File: src/sv/lli_pkg.sv
// Shared constants and types of the table interpolator.
package lli_pkg;

    localparam int TABLE_DEPTH = 256;
    localparam int INDEX_W     = $clog2(TABLE_DEPTH);
    localparam int SIZE_W      = 9;
    localparam int LOAD_IDX_W  = 8;
    localparam int VALUE_W     = 24;
    localparam int SAMPLE_W    = 18;
    localparam int FRAC_W      = 16;
    // compare width wide enough for the size register and the table depth
    localparam int CMP_W       = ((INDEX_W > SIZE_W) ? INDEX_W : SIZE_W) + 2;
    // signed product of sample and span
    localparam int POS_W       = SAMPLE_W + INDEX_W + 1;
    localparam int QUEUE_DEPTH = 4;
    localparam int QPTR_W      = $clog2(QUEUE_DEPTH);

    localparam logic FUNC_LOAD = 1'b0;
    localparam logic FUNC_MAP  = 1'b1;

    // one classified item on its way to the table side
    typedef struct packed {
        logic                 is_map;
        logic [INDEX_W-1:0]   addr;
        logic [FRAC_W-1:0]    frac;
        logic [VALUE_W-1:0]   value;
        logic                 last;
    } op_t;

    typedef struct packed {
        logic              push;
        logic              pop;
        logic [QPTR_W:0]   count;
    } queue_status_t;

endpackage

File: src/sv/lli_queue.sv
// Short item queue between front and back ends.
module lli_queue (
    input  logic                   aclk,
    input  logic                   aresetn,
    input  logic                   in_valid,
    output logic                   in_ready,
    input  lli_pkg::op_t           in_op,
    output logic                   out_valid,
    input  logic                   out_ready,
    output lli_pkg::op_t           out_op,
    output lli_pkg::queue_status_t status
);
    import lli_pkg::*;

    op_t               slots [QUEUE_DEPTH];
    logic [QPTR_W-1:0] wr_ptr_reg, wr_ptr_next;
    logic [QPTR_W-1:0] rd_ptr_reg, rd_ptr_next;
    logic [QPTR_W:0]   count_reg, count_next;
    logic              push, pop;

    assign in_ready  = (count_reg != (QPTR_W+1)'(QUEUE_DEPTH));
    assign out_valid = (count_reg != '0);
    assign out_op    = slots[rd_ptr_reg];
    assign push      = in_valid && in_ready;
    assign pop       = out_valid && out_ready;

    always_comb begin
        wr_ptr_next = push ? wr_ptr_reg + QPTR_W'(1) : wr_ptr_reg;
        rd_ptr_next = pop  ? rd_ptr_reg + QPTR_W'(1) : rd_ptr_reg;
        count_next  = count_reg;
        if (push && !pop) begin
            count_next = count_reg + (QPTR_W+1)'(1);
        end else if (pop && !push) begin
            count_next = count_reg - (QPTR_W+1)'(1);
        end
    end

    always_ff @(posedge aclk) begin
        if (!aresetn) begin
            wr_ptr_reg <= '0;
            rd_ptr_reg <= '0;
            count_reg  <= '0;
        end else begin
            wr_ptr_reg <= wr_ptr_next;
            rd_ptr_reg <= rd_ptr_next;
            count_reg  <= count_next;
        end
    end

    always_ff @(posedge aclk) begin
        if (push) begin
            slots[wr_ptr_reg] <= in_op;
        end
    end

    assign status.push  = push;
    assign status.pop   = pop;
    assign status.count = count_reg;

endmodule

File: config.mk
export PLATFORM = sky130hd
export DESIGN_NAME = lli_queue
export DESIGN_NICKNAME = d
export VERILOG_FILES = /design/src/sv/lli_pkg.sv /design/src/sv/lli_queue.sv
export SDC_FILE = /design/constraint.sdc
export NUM_CORES = 1
export LEC_CHECK = 0
export BUFFER_PORTS_ARGS = -buffer_cell sky130_fd_sc_hd__buf_2
export CAP_MARGIN = 5
export CORE_MARGIN = 1.5
export CORE_UTILIZATION = 28
export DETAILED_ROUTE_END_ITERATION = 16
export PLACE_DENSITY_LB_ADDON = 0.12
export REMOVE_ABC_BUFFERS = 1
export SLEW_MARGIN = 15
export SYNTH_ARGS = -nofsm -noshare
export SYNTH_HDL_FRONTEND = slang
export SYNTH_SLANG_ARGS = --single-unit
File: constraint.sdc
create_clock -name aclk -period 5.1 [get_ports aclk]
set_input_delay 0.51 -clock aclk [delete_from_list [all_inputs] [get_ports aclk]]
set_output_delay 0.51 -clock aclk [all_outputs]
set_load 0.05 [all_outputs]
# Yosys cells after proc, flatten, opt, wreduce, memory -nomap -nowiden
# Memories as Yosys holds them, arrays and structs flattened. A register that Yosys moved wholly into a read port is not among the register bits.
# Index checks and enable logic that the tools add are counted.
[word_totals]
ff_bits = 7
wordCells = 23
ram_bits = 200
inputBits = 54
output_inout_bits = 57
n_memories = 1
[mem_list]
columns = ["name", "depth", "width", "rd", "rd_ports_with_merged_regs", "write_ports", "line_no", "rtl"]
rows = [
  ["slots", 4, 50, 1, 1, 1, "lli_queue.sv:15", "op_t slots [QUEUE_DEPTH];"],
]
[classes]
n_reduce_logical = 8
n_eq_ne = 1
add_sub_neg = 4
muxes = 6
[ops]
columns = ["operator", "count"]
rows = [
  ["$mux 3", 2],
  ["$add 2x1->2 const B", 2],
  ["$logic_and 1x1->1", 4],
  ["$mux 2", 2],
  ["$add 3x1->3 const B", 1],
  ["$ne 3x3->1 const B", 1],
  ["$reduce_bool 3->1", 1],
  ["$sub 3x1->3 const B", 1],
  ["$logic_not 1->1", 2],
  ["$mux 1", 2],
  ["$reduce_bool 2->1", 1],
]

# Logic depth before layout (Yosys ltp)
# Gate-level depths: netlist (run 1).
[logic_depth]
word_depth = 6
ltp_mapped = 8
mapped_depth_nobuf = 8

# Least setup slack after synthesis (run 1)
# OpenSTA, ideal clock, no wires.
[synth_path]
path_kind = "reg2reg"
startpoint = "register count_reg[0]"
endpoint = "memory slots[0][0] (netlist bit), enable pin"
path_buffers = 0
arrival_time_ns = 2.498
setup_ns = 0.413
stages_incl_launch_ff = 4
path_slack_ns = 2.189
cell_sequence = "dfxtp_1 > nor2_1 > a21boi_2 > and2_1"
[synth_between]
elab_chain_len = 4
[synth_rtl]
columns = ["element", "line_no", "rtl"]
rows = [
  ["from (decl)", "lli_queue.sv:18", "logic [QPTR_W:0] count_reg, count_next;"],
  ["from (signal assigned)", "lli_queue.sv:46", "count_reg <= count_next;"],
  ["$ne 3x3->1", "lli_queue.sv:21", "assign in_ready = (count_reg != (QPTR_W+1)'(QUEUE_DEPTH));"],
  ["$logic_and 1x1->1", "lli_queue.sv:24", "assign push = in_valid && in_ready;"],
  ["named net push", "lli_queue.sv:19", "logic push, pop;"],
  ["$mux 1", "lli_queue.sv:51", "if (push) begin"],
  ["$mux 1 (not written as such)", "lli_queue.sv:52", "slots[wr_ptr_reg] <= in_op;"],
  ["to (decl)", "lli_queue.sv:15", ""],
]
# The timed path passes the listed nets, and every way through them passes these cells.

==> out/summary.txt, run 1 <==
GR Util All Layers: 0.1090
Final Hold Vio Count: 0
Final Cell Area: 0.009376 sq mm
Slowest-stage cell, CP: dfxtp_4
quantity of hold-fixing buffers added after cts: 0
later-pin clock latency in the skew report: 0.51 ns
Mapped Cells: 313
crit path capture type: output pin
post-synthesis sequential area ratio: 0.7945
initial antenna violation count: 3
# Post-CTS Setup Buffers: 0
Fin Hold WS: 0.2149 ns
# rows: 60
TNS Setup: 0 ns
Async S/R FF share, synth: 0
Netlist Area Pre-Place: 0.007786 sq mm
PD cells: 573.3 mW/mm^2
Final Non-Filler Cells: 828
die width: 169.8 um
period utilization: 0.6185
Placer Congestion: 0.6995
mean area per synthesized cell: 24.88 sq um
nets: 499
most used cells in the layout excluding fill and tap cells: edfxtp_1 (200), buf_2 (110), mux4_2 (50), clkbuf_16 (23), clkinv_1 (8)
die area: 0.02882 sq mm
clock transition at the registers of the reported paths: 0.06 ns
DRC violation total after the first TritonRoute iteration: 293
fmax: 317.0 MHz
pin count of the biggest net entering global routing: 37
CP cell instances: buf_4 -> mux4_2 -> buf_2
Tmin final: 3.154 ns
DIE HEIGHT: 169.8 um
Slew Viols, Final: 0
P&R area growth vs syn: 20.42%
Slew @ Worst Pin: 1.046 ns
placed cell areas: 0.008698 sq mm
area taken by multi-input logic gates: 0.001431 sq mm
Top FF cell, synth: edfxtp_1
post-DP HPWL: 8.992 mm
Unique masters post-synth: 25
CTS Root Cell: clkbuf_16
Max clock buf depth: 3
CTS tree: built
global-route wire length before repair: 23.04 mm
GR Overflow Total: 0
Hold Crit Class: in2reg
Cells after DPL: 786
Yosys reg bits: 209
share of cells above drive strength 1: 0.4449
leading cell type in the layout, fill and taps excluded: edfxtp_1
cell family with most CP delay: flip-flops
worst setup path category: reg2out
DRT antenna net count: 0
Arr. time, crit path: 2.64 ns
CP max FO: 36
startpoint types: flop
slowest stage delay, CP: 0.86 ns
DR vias: 3519
Initial Utilization: 0.2873
Final setup viols: 0
vias in the first global route: 3711
Buf/Inv on CP: 2
WP data required: 4.59 ns
max-cap viol count: 0
Post-synth EDFFs: 200
htree depth: 1
PostCTS Resize Cnt: 0
Routed wire per std cell: 18.81 um
Largest register FFs: 200
TritonCTS Sinks: 209
status: completed
Max VDD drop: 0.0002187 V
DRC errors left: 0
CTS Buf Count: 23
FF/Latch Area: 0.006191 sq mm
num ports: 111
yosys warns: 0
DRT Wirelength: 15.57 mm
Static Leakage: 3.111 nW
TritonRoute pass-1 iters: 4
clock skew: 0.004855 ns
PortBufs: 110
Via density: 4.250
RSZ-0062 raised after global routing: false
Fill cells: 2514
relative slew slack: 0.3026
core area: 0.02710 sq mm
## logic make-up (layout without fill, tap and decap cells)
kind of cell,Yosys count,in the layout,synth area share
flip-flops,209,209,0.7945
AND/OR/NAND/NOR,17,17,0.01173
AO/OA/AOI/OAI,5,5,0.007874
buffers and inverters,19,160,0.02233
XOR/XNOR,4,4,0.004500
other,0,2,0
multiplexers,53,53,0.1485
adder cells (fa/ha/maj),6,6,0.01061
## worst reg2reg max path, stage by stage, from the launching register on
cell and delay [ns]:
dfxtp_1 0.54, nor2_1 0.13, a21boi_2 0.37, and2_2 0.90, buf_4 0.47
## synth_stat cells (2+ instances only)
library cell	instances	share of area
inv_1	4	0.0019
buf_2	5	0.0032
dfxtp_1	9	0.023
nand2_1	5	0.0024
xnor2_1	3	0.0034
mux4_2	50	0.14
mux2i_1	3	0.0039
or3_1	2	0.0016
ha_1	5	0.0080
buf_4	2	0.0019
and2_1	8	0.0064
buf_12	5	0.013
edfxtp_1	200	0.77
## layout make-up
class,count,area share
Sequential cell,209,0.6603
Timing Repair Buffer,116,0.06352
Clock buffer,28,0.06338
Clock inverter,12,0.008407
Inverter,4,0.001601
Antenna cell,2,0.0005338
Tap cell,372,0.04964
Multi-Input combinational cell,85,0.1527
## metrics by stage
stage,setup WS (ns),total power [W],utilization
2_1_floorplan,1.609,0.003524,-
3_3_place_gp,2.365,0.003942,0.3210
3_5_place_dp,2.322,0.003950,0.3210
4_1_cts,1.806,0.005482,0.3458
5_1_grt,1.718,0.005629,0.3458
6_report,1.946,0.005375,0.3460
## worst paths after layout
path | startpoint | end | slack (ns) | depth (start not counted)
max reg2reg | count_reg[0] | slots[3][1] | 2.37 | 4
min | in_op[42] | slots[0][42] | 0.21 | 1
min reg2reg | wr_ptr_reg[1] | wr_ptr_reg[1] | 0.51 | 2
max | flop | out_op[13] | 1.95 | 3
## layer usage
layer,vias to the layer above,share of wire,global-route usage
li1,1571,-,-
met1,1816,0.44,0.1453
met2,101,0.46,0.1703
met3,29,0.064,0.03335
met4,2,0.028,0.03463
met5,-,0.00083,0
## power breakdown
group          leakage (nW)  internal (W)  switching, W
clock network         0.328      0.000871      0.000631
registers              1.91       0.00209      0.000155
logic                 0.875      0.000511       0.00112
total                  3.11       0.00347       0.00190
No activity file was read; power rests on OpenSTA's default activity.
==> inputs of run 2 (changes only) <==
clock period = 2.55 ns   (was 5.1 ns; I/O delays follow)
==> run 2 against run 1 <==
Effect of this change: first-iteration DRC count fell by 33%; clock power rose by 120%; worst hold slack got worse by 0.11 ns; combinational power rose by 120%; clock skew rose by 0.0050 ns; utilization rose by 2.6 points; critical path depth did not move; cell count rose by 7.4%; count of clock-buffer cells in the layout rose by 2; sequential power rose by 92%; setup slack got worse by 1.6 ns; critical endpoint is now out_op[37]; largest power group unchanged.
==> out/summary.txt, run 2 (synthesis gave the netlist of run 1 again) <==
status: completed
Slew Viols, Final: 0
die area: 0.02882 sq mm
die width: 169.8 um
PortBufs: 110
DRT Wirelength: 15.77 mm
RSZ-0062 raised after global routing: false
Worst Hold Depth: 3
area taken by multi-input logic gates: 0.001431 sq mm
most used cells in the layout excluding fill and tap cells: edfxtp_1 (200), buf_2 (110), mux4_2 (50), dlygate4sd3_1 (50), clkbuf_16 (25)
FF/Latch Area: 0.006191 sq mm
max-cap viol count: 0
Arr. time, crit path: 1.95 ns
Fill cells: 2532
Placer Congestion: 0.6710
worst setup path category: reg2out
Final Cell Area: 0.01008 sq mm
TritonCTS Sinks: 209
DRC violation total after the first TritonRoute iteration: 197
Seq pwr share: 0.385
PD cells: 1109 mW/mm^2
DRT antenna net count: 0
vias in the first global route: 4041
P&R area growth vs syn: 29.49%
PostCTS Resize Cnt: 0
quantity of hold-fixing buffers added after cts: 50
htree depth: 1
post-DP HPWL: 9.268 mm
Final setup viols: 0
P_int: 0.007334 W
# Post-CTS Setup Buffers: 0
fmax: 452.7 MHz
crit path capture type: output pin
placed cell areas: 0.008816 sq mm
pin count of the biggest net entering global routing: 30
TritonRoute pass-1 iters: 4
net load switching power: 0.003849 W
global-route wire length before repair: 24.05 mm
# rows: 60
initial antenna violation count: 0
Max clock buf depth: 3
Via density: 4.234
CTS tree: built
DIE HEIGHT: 169.8 um
Largest register FFs: 200
Hold Crit Class: in2reg
startpoint types: flop
core area: 0.02710 sq mm
num ports: 111
Tmin final: 2.209 ns
WP data required: 2.30 ns
nets: 559
share of cells above drive strength 1: 0.4197
final core occ: 0.3720
GR Overflow Total: 0
clock skew: 0.009878 ns
Sw Share: 0.3442
# diodes: 0
CTS Buf Count: 24
Routed wire per std cell: 17.74 um
period utilization: 0.8662
CTS Root Cell: clkbuf_16
leading cell type in the layout, fill and taps excluded: edfxtp_1
CP max FO: 29
GR Util All Layers: 0.1118
Static Leakage: 3.430 nW
Max VDD drop: 0.0006076 V
FF-to-FF path depth: 8
relative slew slack: 0.7014
Initial Utilization: 0.2873
DR vias: 3764
clock transition at the registers of the reported paths: 0.06 ns
clock network fraction of total power: 0.293
later-pin clock latency in the skew report: 0.50 ns
DRC errors left: 0
logic gate share of total power: 0.322
Slew @ Worst Pin: 0.4479 ns
Final Hold Vio Count: 0
-- run 2: metrics by stage --
step	hold slack (ns)	setup slack, ns	instances	TNS [ns]	power (W)
after floorplan	0.3539	-0.7704	298	-188.90	0.007049
after global placement	0.4676	0.4564	795	0	0.007995
after detailed placement	0.4758	0.3692	795	0	0.008015
after CTS	0.07561	0.2710	889	0	0.01142
after global routing	0.09537	0.1914	889	0	0.01169
final	0.1047	0.3412	889	0	0.01118
-- run 2: final cells by class --
| type | instances | share of cell area |
|---|---|---|
| Clock inverter | 14 | 0.01104 |
| Multi-Input combinational cell | 85 | 0.1420 |
| Inverter | 4 | 0.001489 |
| Sequential cell | 209 | 0.6140 |
| Timing Repair Buffer | 175 | 0.1204 |
| Tap cell | 372 | 0.04617 |
| Clock buffer | 30 | 0.06490 |
-- run 2: metal layers --
metal / global-route usage / share of wire / vias to the layer above / wire length (um)
li1: - / - / 1687 / -
met1: 0.1490 / 0.46 / 1944 / 7268
met2: 0.1801 / 0.46 / 108 / 7222
met3: 0.03102 / 0.063 / 25 / 996
met4: 0.02886 / 0.018 / 0 / 286
met5: 0 / 0 / - / 0
-- run 2: path summary, 6_finish.rpt --
path | start | endpoint | slack [ns]
hold reg to reg | wr_ptr_reg[0] | wr_ptr_reg[0] | 0.50
setup / recovery | flop | out_op[37] | 0.34
hold / removal | aresetn | wr_ptr_reg[0] | 0.10
setup reg to reg | count_reg[0] | count_reg[2] | 0.35
-- run 2: worst max-delay path, cell delays in order, from the launching register on --
cell and delay (ns):
dfxtp_4 0.37, buf_12 0.27, mux4_2 0.57, buf_2 0.23
-- run 2: power groups by stage --
stage / clock network (W) / registers [W] / logic [W]
floorplan: 0 / 0.00459 / 0.00246
global placement: 0 / 0.00436 / 0.00363
detailed placement: 0 / 0.00439 / 0.00363
CTS: 0.00341 / 0.00432 / 0.00369
global route: 0.00352 / 0.00434 / 0.00382
finish: 0.00327 / 0.00431 / 0.00360
