<file path="src/sv/lli_pkg.sv">
// Shared constants and types of the table interpolator.
package lli_pkg;

    localparam int TABLE_DEPTH = 256;
    localparam int INDEX_W     = $clog2(TABLE_DEPTH);
    localparam int SIZE_W      = 9;
    localparam int LOAD_IDX_W  = 8;
    localparam int VALUE_W     = 24;
    localparam int SAMPLE_W    = 18;
    localparam int FRAC_W      = 16;
    // compare width wide enough for the size register and the table depth
    localparam int CMP_W       = ((INDEX_W > SIZE_W) ? INDEX_W : SIZE_W) + 2;
    // signed product of sample and span
    localparam int POS_W       = SAMPLE_W + INDEX_W + 1;
    localparam int QUEUE_DEPTH = 4;
    localparam int QPTR_W      = $clog2(QUEUE_DEPTH);

    localparam logic FUNC_LOAD = 1'b0;
    localparam logic FUNC_MAP  = 1'b1;

    // one classified item on its way to the table side
    typedef struct packed {
        logic                 is_map;
        logic [INDEX_W-1:0]   addr;
        logic [FRAC_W-1:0]    frac;
        logic [VALUE_W-1:0]   value;
        logic                 last;
    } op_t;

    typedef struct packed {
        logic              push;
        logic              pop;
        logic [QPTR_W:0]   count;
    } queue_status_t;

endpackage

</file>
<file path="src/sv/lli_front.sv">
// Front end: size register, sample scaling and item classification.
module lli_front (
    input  logic                             aclk,
    input  logic                             aresetn,
    input  logic                             cfg_valid,
    output logic                             cfg_ready,
    input  logic [lli_pkg::SIZE_W-1:0]       cfg_table_size,
    input  logic                             s_valid,
    output logic                             s_ready,
    input  logic                             s_func,
    input  logic [lli_pkg::LOAD_IDX_W-1:0]   s_entry_index,
    input  logic signed [lli_pkg::VALUE_W-1:0]  s_entry_value,
    input  logic signed [lli_pkg::SAMPLE_W-1:0] s_sample,
    input  logic                             s_last_in,
    output logic                             q_valid,
    input  logic                             q_ready,
    output lli_pkg::op_t                     q_op,
    output logic [lli_pkg::INDEX_W-1:0]      span
);
    import lli_pkg::*;

    logic [INDEX_W-1:0]         span_reg, span_next;
    logic                       f_valid_reg, f_valid_next;
    logic                       f_func_reg;
    logic [LOAD_IDX_W-1:0]      f_idx_reg;
    logic [VALUE_W-1:0]         f_value_reg;
    logic                       f_last_reg;
    logic signed [POS_W-1:0]    f_pos_reg;

    logic [CMP_W-1:0]           size_w;
    logic signed [POS_W-1:0]    sample_ext, span_ext, pos_prod, end_pos;
    logic                       drop, take;

    assign cfg_ready = 1'b1;
    assign span      = span_reg;

    // span = clamped table size minus one
    assign size_w = CMP_W'(cfg_table_size);
    always_comb begin
        if (size_w < CMP_W'(2)) begin
            span_next = INDEX_W'(1);
        end else if (size_w > CMP_W'(TABLE_DEPTH)) begin
            span_next = INDEX_W'(TABLE_DEPTH - 1);
        end else begin
            span_next = INDEX_W'(size_w - CMP_W'(1));
        end
    end

    assign sample_ext = POS_W'(s_sample);
    assign span_ext   = POS_W'($signed({1'b0, span_reg}));
    assign pos_prod   = sample_ext * span_ext;

    // loads beyond the table are dropped here
    assign drop    = (f_func_reg == FUNC_LOAD) &&
                     (CMP_W'(f_idx_reg) >= CMP_W'(TABLE_DEPTH));
    assign q_valid = f_valid_reg && !drop;
    assign take    = !f_valid_reg || drop || q_ready;
    assign s_ready = take;

    always_comb begin
        f_valid_next = f_valid_reg;
        if (take) begin
            f_valid_next = s_valid;
        end
    end

    always_ff @(posedge aclk) begin
        if (!aresetn) begin
            span_reg    <= INDEX_W'(TABLE_DEPTH - 1);
            f_valid_reg <= 1'b0;
        end else begin
            f_valid_reg <= f_valid_next;
            if (cfg_valid) begin
                span_reg <= span_next;
            end
        end
    end

    always_ff @(posedge aclk) begin
        if (take && s_valid) begin
            f_func_reg  <= s_func;
            f_idx_reg   <= s_entry_index;
            f_value_reg <= s_entry_value;
            f_last_reg  <= s_last_in;
            f_pos_reg   <= pos_prod;
        end
    end

    // classification: clamp below, clamp at the end, else split index/fraction
    assign end_pos = POS_W'($signed({1'b0, span_reg, {FRAC_W{1'b0}}}));
    always_comb begin
        q_op.is_map = (f_func_reg == FUNC_MAP);
        q_op.value  = f_value_reg;
        q_op.last   = f_last_reg;
        q_op.frac   = '0;
        if (f_func_reg == FUNC_LOAD) begin
            q_op.addr = INDEX_W'(f_idx_reg);
        end else if (f_pos_reg <= 0) begin
            q_op.addr = '0;
        end else if (f_pos_reg >= end_pos) begin
            q_op.addr = span_reg;
        end else begin
            q_op.addr = f_pos_reg[FRAC_W +: INDEX_W];
            q_op.frac = f_pos_reg[FRAC_W-1:0];
        end
    end

endmodule

</file>
<file path="config.mk">
export PLATFORM = sky130hd
export DESIGN_NAME = lli_front
export DESIGN_NICKNAME = d
export VERILOG_FILES = /design/src/sv/lli_pkg.sv /design/src/sv/lli_front.sv
export SDC_FILE = /design/constraint.sdc
export NUM_CORES = 1
export LEC_CHECK = 0
export BUFFER_PORTS_ARGS = -buffer_cell sky130_fd_sc_hd__buf_2
export CAP_MARGIN = 10
export CORE_MARGIN = 2
export CORE_UTILIZATION = 65
export CTS_BUF_LIST = sky130_fd_sc_hd__clkbuf_8
export DETAILED_ROUTE_END_ITERATION = 16
export GPL_TIMING_DRIVEN = 0
export PLACE_DENSITY = 0.87
export SLEW_MARGIN = 20
export SYNTH_ARGS = -nofsm -noshare
export SYNTH_HDL_FRONTEND = slang
export SYNTH_SLANG_ARGS = --single-unit
export TNS_END_PERCENT = 10
</file>
<file path="constraint.sdc">
create_clock -name aclk -period 14.88 [get_ports aclk]
set_input_delay 1.488 -clock aclk [delete_from_list [all_inputs] [get_ports aclk]]
set_output_delay 1.488 -clock aclk [all_outputs]
set_load 0.05 [all_outputs]
</file>
==> Word-level counts from Yosys, hierarchy flattened <==
Index checks and enable logic that the tools add are counted.
{ "op_classes": {"multipliers": 1, "n_addsub": 1, "n_reduce_logical": 3, "mux": 8, "magnitude_cmp": 4} }
{ "ops": {"columns": ["cell", "n"], "rows": [
  ["16-bit 2-to-1 mux", 3],
  ["8-bit 2-to-1 mux", 5],
  ["27-bit by 25-bit >= comparator with 1-bit output", 1],
  ["27-bit by 1-bit <= comparator with 1-bit output (second input constant)", 1],
  ["18-bit by 9-bit multiplier with 27-bit output", 1],
  ["9-bit > comparator (second input constant)", 1],
  ["9-bit by 2-bit less-than comparator with 1-bit output (second input constant)", 1],
  ["8-bit by 1-bit subtractor with 8-bit output (second input constant)", 1],
  ["1-bit logical AND", 1],
  ["1-bit logical NOT", 1],
  ["1-bit logical OR", 1]
]} }
{ "totals": {"regBits": 70, "input_bits": 66} }

==> Longest topological paths before layout <==
Gate-level depths: netlist of the first run.
{ "depth": {"ltp_word": 4, "mapped_depth": 19} }

==> Least setup slack after synthesis of the first run <==
No wires, ideal clock.
{ "synth_path": {"kind": "input port to flip-flop", "from": "input port s_sample[3] (netlist bit)", "to": "register f_pos_reg[26], data pin", "path_buffers": 0, "path_slack_ps": 9392, "cell_stages": 16, "arrival_ps": 5226, "required_time_ps": 14618, "path_cell_list": "nand2_1 -> fa_1 -> fa_1 -> inv_1 -> fa_1 -> inv_1 -> fa_1 -> inv_1 -> ha_1 -> a21oi_2 -> o211a_1 -> o31ai_2 -> o41ai_2 -> o21ai_2 -> a221oi_2 -> xnor2_1"} }
{ "synth_between": {"elab_chain_len": 1} }
{ "synth_lines": {"columns": ["element", "line_no", "text"], "rows": [
  ["start: declaration", "lli_front.sv:13", "input logic signed [lli_pkg::SAMPLE_W-1:0] s_sample,"],
  ["18-bit by 9-bit multiplier with 27-bit output", "lli_front.sv:51", "assign pos_prod = sample_ext * span_ext;"],
  ["net pos_prod[26]", "lli_front.sv:31", "logic signed [POS_W-1:0] sample_ext, span_ext, pos_prod, end_pos;"],
  ["end signal: assignment", "lli_front.sv:85", "f_pos_reg <= pos_prod;"],
  ["end: declaration", "lli_front.sv:28", "logic signed [POS_W-1:0] f_pos_reg;"]
]} }
The timed path passes the listed nets, and every way through them passes these cells.
A chain may end at the register's enable or synchronous reset.

==> Final worst setup path of the first run <==
{ "layout_path": {"from": "register span_reg[2], in the netlist span[2]", "to": "register f_pos_reg[25], data pin"} }
{ "layout_between": {"elab_chain_len": 1} }
{ "layout_lines": {"columns": ["element", "line_no", "text"], "rows": [
  ["start: declaration", "lli_front.sv:22", "logic [INDEX_W-1:0] span_reg, span_next;"],
  ["start signal: assignment", "lli_front.sv:69", "span_reg <= INDEX_W'(TABLE_DEPTH - 1);"],
  ["start signal: assignment", "lli_front.sv:74", "span_reg <= span_next;"],
  ["18-bit by 9-bit multiplier with 27-bit output", "lli_front.sv:51", null],
  ["net pos_prod[25]", "lli_front.sv:31", null]
]} }
The timed path passes the listed nets, and every way through them passes these cells.

==> results of run 1 <==
-- area by class of cell --
class                           count  area (um2)  share of cell area [%]
Buffer                             23         103                    1.13
Clock buffer                        9         124                    1.36
Clock inverter                      6        65.1                   0.717
Inverter                          179         672                    7.40
Multi-Input combinational cell    537        5280                    58.1
Sequential cell                    70        2010                    22.2
Tap cell                          168         210                    2.32
Timing Repair Buffer              123         616                    6.78
-- placed cells by master, fill, tap and decap left out, types with 18 or more instances in the layout --
cell,synthesis,layout
nand2_1,80,80
clkbuf_1,18,18
fa_1,114,114
ha_1,63,63
buf_2,1,124
nor2_1,28,28
edfxtp_1,61,61
xnor2_1,19,19
inv_1,178,179
and2_1,91,90
-- metrics by stage --
stage / util, % / cell area, um2 / worst slack, ns / hold slack [ns]
2_1_floorplan: - / 8060 / 9.39 / 0.837
3_3_place_gp: 73.7 / 8890 / 8.95 / 0.502
5_1_grt: 75.3 / 9080 / 8.66 / 0.608
4_1_cts: 75.3 / 9080 / 9.03 / 0.570
6_report: 75.3 / 9080 / 8.93 / 0.561
3_5_place_dp: 73.7 / 8890 / 8.87 / 0.559
-- cell families after synthesis --
logic type               after synthesis  synth area share [%]
AND/OR/NAND/NOR                      231                  14.5
buffers and inverters                202                  9.61
adder cells (fa/ha/maj)              177                  38.1
AO/OA/AOI/OAI                         89                  8.44
flip-flops                            70                  25.0
XOR/XNOR                              31                  3.37
multiplexers                           8                 0.993
other                                  1                0.0465
-- power by group --
part           internal (mW)  switching, mW  total, mW  leakage [nW]
sequential             0.355         0.0345      0.390         0.665
clock                 0.0765         0.0702      0.147         0.100
combinational          0.729           1.00       1.73          3.87
total                   1.16           1.11       2.27          4.63
-- routing by layer --
metal,vias to the layer above,track usage (%),wire (um)
met5,-,0,0
met4,0,8.76,529
met3,48,4.48,1350
met2,285,49.4,8980
met1,3082,39.6,7490
li1,2814,-,-
-- worst max-delay path, delay by kind of cell (launching register included) --
kind | cells | cell delay (ns)
xor gates and xnor gates | 1 | 0.10
and+or+nand+nor | 3 | 0.60
buffers and inverters | 5 | 1.29
DFF | 1 | 0.36
adders and majority gates | 5 | 2.44
AOI/OAI and AO/OA | 4 | 0.90
-- final timing paths --
path	end	slack [ns]	depth (start not counted)
min	q_valid	0.56	2
min reg2reg	q_valid	0.56	2
max reg2reg	f_pos_reg[25]	8.93	18
max	f_pos_reg[25]	8.93	18
==> impl_results.md, run 1 <==
* Status: completed
* Initial Utilization at 66.8%
* Post-Synthesis Cells at 809
* TritonCTS Sinks at 70
* Setup Viol. Count Final at 0
* Post_cts resized at 0
* Static leakage at 4.63 nW
* Final Cycle Share at 40.0%
* Num ports at 127
* Hold_buf cts at 0
* Cell taking the most area after synthesis: fa_1
* Ys async rst share at 0%
* Clock latency on the worst-skew pair at 0.33 ns
* Via Count at 6229
* Worst R2R Start: span[2]
* Crit-path max FO at 10
* CTS clk-pin slew, worst paths at 0.08 ns
* Placer Congestion at 0.925
* WL/cell at 16.5 um
* Area share of the largest cell type after synthesis at 28.3%
* Critical Path Sink Type: register
* Routed WL at 18400 um
* Yosys warns at 0
* Max H-tree Level at 3
* Clock Path Buffers at 2
* # port buffers at 123
* WP data arrival at 6.03 ns
* Worst slew margin at 45.2%
* Critical-path cell list: clkbuf_1 -> clkbuf_1 -> nand2_1 -> fa_1 -> inv_1 -> fa_1 -> fa_1 -> inv_1 -> fa_1 -> inv_1 -> ha_1 -> nand2_1 -> nor3b_2 -> o21ai_0 -> a31oi_1 -> o21ai_0 -> o21ai_0 -> xnor2_1
* Crit Path Class: register to register
* Worst min path class: register to register
* DR iter-0 viols at 519
* Share of layout cells above drive strength 1 at 16.4%
* DRC errors left at 0
* Die height at 115 um
* Synth cell types at 48
* Crit path largest cell delay at 0.61 ns
* Largest net degree at the start of global routing at 62
* Mapped Nets at 1052
* Max VDD drop at 0.128 mV
* CP required at 14.95 ns
* Max reg flops at 27
* Gr ovfl total at 0
* Ant. Diodes at 0
* # fillers at 834
* Power Dens Cells at 250 nW/um2
* Total power at 2.27 mW
* Synth-to-Final Area Change at 12.6%
* Post-CTS setup buffers at 0
* Synth Flop Type: edfxtp_1
* Total GRT Usage at 29.3%
* CTS Buf Count at 9
* Dpl hpwl at 14600 um
* Core area at 12100 um2
* Fmax at 0.168 GHz
* Critical Path Source Type: register
* Max Cap Viol at 0
* Total Die Area at 13300 um2
* Area of the mapped netlist at 8060 um2
* Synth area leaders: fa_1, edfxtp_1, ha_1, inv_1, and2_1
* Layout net count at 1186
* Slew Viols, Final at 0
* Worst Max-Slew Pin Slew at 0.814 ns
* Drt pass-1 iters at 5
* Via/cell ratio at 5.59
* Post-route insts no fill at 1115
* Critical path's slowest cell: clkbuf_1
* # rows at 40
* Skew final at 0.0118 ns
* Root Buffer: clkbuf_8
* CP Launch Point: span[2]
* Hold path start: q_valid
* Top-count cell post-synth: inv_1
* First-pass GRT wire length at 30500 um
* Final count of hold timing violations at 0
* Synth cell count leaders: inv_1, fa_1, and2_1
* Setup TNS at 0 ns
* Syn avg cell area at 9.97 um2
* Initial antenna violation count at 0
* CTS tree: done
* Inst Count DP at 1100
* Routed Antenna Nets at 0
* Number of synthesized flops with an enable pin at 61
* Yosys reg bits at 70
* Crit-path most repeated cell: fa_1
* Minimum clock period at 5.95 ns
* Seq/Total Area, Yosys at 25.0%
* Die width at 115 um
* Vias in the first global route at 6324
* RSZ-0062 raised after global routing: no
Power figures use the tool's default switching activity.
==> run 2: changes to the inputs <==
--- a/config.mk
+++ b/config.mk
@@ -8,11 +8,11 @@
 export BUFFER_PORTS_ARGS = -buffer_cell sky130_fd_sc_hd__buf_2
 export CAP_MARGIN = 10
 export CORE_MARGIN = 2
-export CORE_UTILIZATION = 65
+export CORE_UTILIZATION = 60
 export CTS_BUF_LIST = sky130_fd_sc_hd__clkbuf_8
 export DETAILED_ROUTE_END_ITERATION = 16
 export GPL_TIMING_DRIVEN = 0
-export PLACE_DENSITY = 0.87
+export PLACE_DENSITY = 0.81
 export SLEW_MARGIN = 20
 export SYNTH_ARGS = -nofsm -noshare
 export SYNTH_HDL_FRONTEND = slang
==> constraint.sdc (replaced) <==
create_clock -name aclk -period 5.55 [get_ports aclk]
set_input_delay 0.555 -clock aclk [delete_from_list [all_inputs] [get_ports aclk]]
set_output_delay 0.555 -clock aclk [all_outputs]
set_load 0.05 [all_outputs]
==> impl_results.md, run 2 (synthesis results as in run 1) <==
* # rows at 42 (+5.0%)
* Placer Congestion at 0.881 (-4.7%)
* Root Buffer: clkbuf_8
* Critical Path Source Type: register
* Power Dens Cells at 671 nW/um2 (+170%)
* Dpl hpwl at 14100 um (-3.4%)
* CP required at 5.66 ns (-9.29 ns)
* Gr ovfl total at 0 (unchanged)
* Initial antenna violation count at 0 (unchanged)
* Post-CTS setup buffers at 0 (unchanged)
* Clock Power Share at 6.9% (+0.4 points)
* Cell Int Power at 3.14 mW (+170%)
* Die height at 120 um (+3.9%)
* Post_cts resized at 9 (+9)
* Worst min path class: input pin to register
* Skew final at 0.0115 ns (-0.000347 ns)
* Comb pwr share at 76.3% (about the same)
* Clock Path Buffers at 2 (unchanged)
* CTS Buf Count at 9 (unchanged)
* Final Cycle Share at 95.6% (+56 points)
* Initial Utilization at 61.1% (-5.7 points)
* Switch share at 48.8% (about the same)
* Max reg flops at 27 (unchanged)
* Clock latency on the worst-skew pair at 0.36 ns (+0.03 ns)
* Largest net degree at the start of global routing at 62 (unchanged)
* WL/cell at 15.2 um (-7.6%)
* Core area at 13200 um2 (+9.4%)
* R2r worst-path depth at 18 (unchanged)
* Most frequent cells in the layout: inv_1, buf_2, fa_1, and2_1, nand2_1
* Max Cap Viol at 0 (unchanged)
* Commonest non-fill, non-tap cell in the layout: inv_1
* Routed Antenna Nets at 0 (unchanged)
* Sw power at 2.99 mW (+170%)
* Minimum clock period at 5.31 ns (-0.648 ns)
* RSZ-0062 raised after global routing: no
* Critical Path Sink Type: register
* Vias in the first global route at 6077 (-3.9%)
* Routed WL at 17100 um (-7.0%)
* Fmax at 0.188 GHz (+12%)
* Slew Viols, Final at 0 (unchanged)
* First-pass GRT wire length at 28400 um (-6.9%)
* CTS clk-pin slew, worst paths at 0.08 ns (about the same)
* Worst slew margin at 48.4% (+3.2 points)
* Setup TNS at 0 ns (unchanged)
* Ant. Diodes at 0 (unchanged)
* # port buffers at 123 (unchanged)
* Static leakage at 4.67 nW (+0.77%)
* Setup Viol. Count Final at 0 (unchanged)
* Post-route insts no fill at 1122 (+0.63%)
* Max H-tree Level at 3 (unchanged)
* Crit-path max FO at 10 (unchanged)
* Worst Max-Slew Pin Slew at 0.774 ns (-0.0394 ns)
* Hold_buf cts at 0 (unchanged)
* Via Count at 5927 (-4.8%)
* TritonCTS Sinks at 70 (unchanged)
* Max VDD drop at 0.286 mV (+120%)
* Inst Count DP at 1108 (+0.73%)
* Die width at 120 um (+3.9%)
* DR iter-0 viols at 357 (-31%)
* Synth-to-Final Area Change at 13.3%
* Status: completed
* Final core occ at 69.3% (-6.0 points)
* Hold depth at 1 (-1)
* Flop pwr share at 16.8% (-0.4 points)
* Final count of hold timing violations at 0 (unchanged)
* WP data arrival at 5.41 ns (-0.62 ns)
* DRC errors left at 0 (unchanged)
* Num ports at 127 (unchanged)
* Total power at 6.13 mW (+170%)
* Total Die Area at 14400 um2 (+8.0%)
* Via/cell ratio at 5.28 (-5.4%)
* Crit Path Class: register to register
* CTS tree: done
* Layout net count at 1184 (-0.17%)
* Drt pass-1 iters at 4 (-1)
* Share of layout cells above drive strength 1 at 17.9% (+1.5 points)
* Total GRT Usage at 25.0% (-4.3 points)
[run 2: cell count changes in the layout (fill, tap and decap cells not counted), sizes merged]
| cell | previous run | this run |
|---|---|---|
| clkinvlp | 0 | 1 |
| clkinv | 5 | 2 |
| buf | 128 | 129 |
| inv | 179 | 182 |
| clkbuf | 27 | 24 |
[run 2: stage by stage]
step	instance area (um2)	hold slack (ns)	setup slack [ns]
after floorplan	8060	0.654	0.332
after global placement	8900	0.505	-0.260
after detailed placement	8900	0.529	-0.331
after CTS	9110	0.348	0.00966
after global routing	9140	0.348	0.00898
final	9140	0.369	0.244
[run 2: area by class of cell]
class                   count  area, um2
well taps                 176        220
fillers                  1006       4050
clock inverters             7       80.1
repair buffers            123        616
inverters                 179        672
flip-flops and latches     70       2010
multi-input cells         537       5300
plain buffers              21        115
clock buffers               9        124
[run 2: worst paths after layout]
check / start / to / slack, ns
setup / recovery: span[1] / f_pos_reg[25] / 0.24
hold / removal: s_entry_value[19] / f_value_reg[19] / 0.37
setup reg to reg: span[1] / f_pos_reg[25] / 0.24
hold reg to reg: q_valid / q_valid / 0.53
[run 2: metal layers]
layer	wire, um	track usage, %
met1	7520	32.6
met2	8400	43.2
met3	865	3.90
met4	289	7.43
met5	0	0
[run 2: power groups by stage]
| stage | Clock, mW | Combinational (mW) | Sequential [mW] |
|---|---|---|---|
| 2_1_floorplan | 0 | 3.62 | 1.06 |
| 3_3_place_gp | 0 | 4.42 | 1.04 |
| 3_5_place_dp | 0 | 4.58 | 1.04 |
| 4_1_cts | 0.432 | 4.61 | 1.03 |
| 5_1_grt | 0.453 | 5.27 | 1.04 |
| 6_report | 0.424 | 4.68 | 1.03 |
[run 2: critical path, cell delays in order (launching register included)]
cell and delay, ns:
dfxtp_1 0.34, clkbuf_2 0.27, clkbuf_2 0.31, nand2_1 0.11, fa_1 0.51, inv_1 0.05, fa_1 0.49, fa_1 0.54
inv_1 0.05, fa_1 0.49, inv_1 0.07, ha_1 0.38, nand2_1 0.06, o21ai_0 0.39, a31oi_1 0.19, a31oi_1 0.35
o21ai_0 0.15, o21ai_0 0.22, xnor2_1 0.09
==> run 3: changes to the inputs <==
--- a/config.mk
+++ b/config.mk
@@ -10,9 +10,11 @@
 export CORE_MARGIN = 2
 export CORE_UTILIZATION = 60
 export CTS_BUF_LIST = sky130_fd_sc_hd__clkbuf_8
+export CTS_CLUSTER_DIAMETER = 100
 export DETAILED_ROUTE_END_ITERATION = 16
 export GPL_TIMING_DRIVEN = 0
 export PLACE_DENSITY = 0.81
+export RECOVER_POWER = 100
 export SLEW_MARGIN = 20
 export SYNTH_ARGS = -nofsm -noshare
 export SYNTH_HDL_FRONTEND = slang
==> impl_results.md, run 3 (synthesis results as in run 1) <==
* Ant. Diodes at 0 (unchanged)
* R2r worst-path depth at 17 (-1)
* Post-place setup slack at -0.331 ns (unchanged)
* Gr ovfl total at 0 (unchanged)
* Area after DPL at 8900 um2 (unchanged)
* Slew Viols, Final at 62 (+62)
* Worst min path class: input pin to register
* Worst Max-Slew Pin Slew at 3.70 ns (+2.92 ns)
* Max VDD drop at 0.285 mV (-0.28%)
* Routed Antenna Nets at 0 (unchanged)
* Critical path's slowest cell: fa_1
* Crit Path Class: register to register
* Via Count at 5907 (-0.34%)
* Skew final at 0.00955 ns (-0.00192 ns)
* # port buffers at 123 (unchanged)
* Critical Path Source Type: register
* Largest net degree at the start of global routing at 62 (unchanged)
* Post-route insts no fill at 1122 (unchanged)
* Final Cycle Share at 96.5% (+0.90 points)
* WL/cell at 15.2 um (about the same)
* Core area at 13200 um2 (unchanged)
* Max Cap Viol at 1 (+1)
* Failing checks: max-capacitance violations, max-slew violations
* Layout net count at 1184 (unchanged)
* Inst Count DP at 1108 (unchanged)
* Final core occ at 68.4% (-0.85 points)
* Commonest non-fill, non-tap cell in the layout: inv_1
* Drt pass-1 iters at 5 (+1)
* Hold path start: s_entry_value[21]
* DRC errors left at 0 (unchanged)
* Static leakage at 4.48 nW (-4.1%)
* RSZ-0062 raised after global routing: no
* Final non-filler cell area at 9020 um2 (-1.2%)
* Routed WL at 17100 um (about the same)
* CTS tree: done
* Most frequent cells in the layout: inv_1, fa_1, and2_1, nand2_1, buf_2
* Clock Path Buffers at 2 (unchanged)
* DR iter-0 viols at 374 (+4.8%)
* Total Die Area at 14400 um2 (unchanged)
* Hold Path Sink: f_value_reg[21]
* CP bufs+invs at 5 (unchanged)
* Fmax at 0.187 GHz (-0.94%)
* WP data arrival at 5.45 ns (+0.04 ns)
* Fin Hold WS at 0.368 ns (-0.000761 ns)
* First-pass GRT wire length at 28400 um (unchanged)
* CP top delay family: adder cells
* Max reg flops at 27 (unchanged)
* Critical-path cell list: clkbuf_2 -> buf_2 -> nand2_1 -> fa_1 -> fa_1 -> inv_1 -> fa_1 -> inv_1 -> fa_1 -> inv_1 -> ha_1 -> a21oi_1 -> nand2_1 -> o21ai_1 -> a31oi_1 -> o41ai_1 -> xnor2_1
* Hold depth at 1 (unchanged)
* Total GRT Usage at 25.0% (unchanged)
* Initial Utilization at 61.1% (unchanged)
* R2R Path End: f_pos_reg[23]
* Final count of hold timing violations at 0 (unchanged)
* Via/cell ratio at 5.26 (-0.34%)
* Crit-path most repeated cell: fa_1
* TritonCTS Sinks at 70 (unchanged)
* Initial antenna violation count at 0 (unchanged)
* Synth-to-Final Area Change at 11.9%
* Share of layout cells above drive strength 1 at 11.2% (-6.7 points)
* # rows at 42 (unchanged)
* Num ports at 127 (unchanged)
* Power Dens Cells at 673 nW/um2 (+0.33%)
* Reg2Reg Setup Slack at 0.19 ns (-0.05 ns)
* Root Buffer: clkbuf_8
* Crit path largest cell delay at 0.53 ns (about the same)
* Placer Congestion at 0.881 (unchanged)
* CP required at 5.64 ns (-0.02 ns)
* Vias in the first global route at 6077 (unchanged)
* CTS clk-pin slew, worst paths at 0.08 ns (about the same)
* Critical Path Sink Type: register
* Clock latency on the worst-skew pair at 0.36 ns (about the same)
* Final WS setup at 0.194 ns (-0.0501 ns)
* Max H-tree Level at 3 (unchanged)
* CTS Buf Count at 9 (unchanged)
* Dpl hpwl at 14100 um (unchanged)
* Minimum clock period at 5.36 ns (+0.0501 ns)
* Crit-path max FO at 10 (unchanged)
* Die height at 120 um (unchanged)
* Worst R2R Start: span[4]
* Setup Viol. Count Final at 0 (unchanged)
* Worst slew margin at -147% (-190 points)
* Die width at 120 um (unchanged)
* Status: finished, violations left
[run 3: worst max-delay path by stage]
stage	startpoint	end	depth (start not counted)
global placement	span[0]	f_pos_reg[25]	18
detailed placement	span[0]	f_pos_reg[25]	18
CTS	span[2]	f_pos_reg[25]	18
floorplan	span[0]	f_pos_reg[26]	18
global route	span[4]	f_pos_reg[26]	18
finish	span[4]	f_pos_reg[23]	17
[run 3: worst register-to-register path, cell delays in order (launching register included)]
cell and delay (ns):
dfxtp_1 0.35, clkbuf_2 0.28, buf_2 0.31, nand2_1 0.11
fa_1 0.51, fa_1 0.53, inv_1 0.06, fa_1 0.52
inv_1 0.05, fa_1 0.53, inv_1 0.05, ha_1 0.34
a21oi_1 0.25, nand2_1 0.12, o21ai_1 0.33, a31oi_1 0.20
o41ai_1 0.42, xnor2_1 0.15
[run 3: power breakdown]
| group | switching, mW | internal (mW) |
|---|---|---|
| Sequential | 0.0796 | 0.953 |
| Clock | 0.208 | 0.214 |
| Combinational | 2.68 | 1.95 |
| Total | 2.96 | 3.11 |
[run 3: layer usage]
layer | track usage [%] | wire length, um | part of all wire, %
met2 | 43.2 | 8360 | 49
met4 | 7.43 | 306 | 1.8
met1 | 32.6 | 7490 | 44
met3 | 3.90 | 936 | 5.5
met5 | 0 | 0 | 0
[run 3: area by class of cell]
type	instances	area (um2)
Multi-Input combinational cell	537	5260
Fill cell	1061	4170
Sequential cell	70	2010
Inverter	179	672
Timing Repair Buffer	123	543
Tap cell	176	220
Clock buffer	9	124
Buffer	21	115
Clock inverter	7	80.1
[run 3: through the flow]
step	total power [mW]	setup TNS [ns]
after CTS	6.07	0
after floorplan	4.67	0
final	6.08	0
after detailed placement	5.62	-1.65
after global placement	5.46	-0.745
after global routing	6.71	0
[run 3: timing repair]
item | CTS | global route
hold buffers | 0 | 0
gates resized for setup | 9 | 14
endpoints found under the setup margin | 10 | 10
buffers inserted | 0 | 0
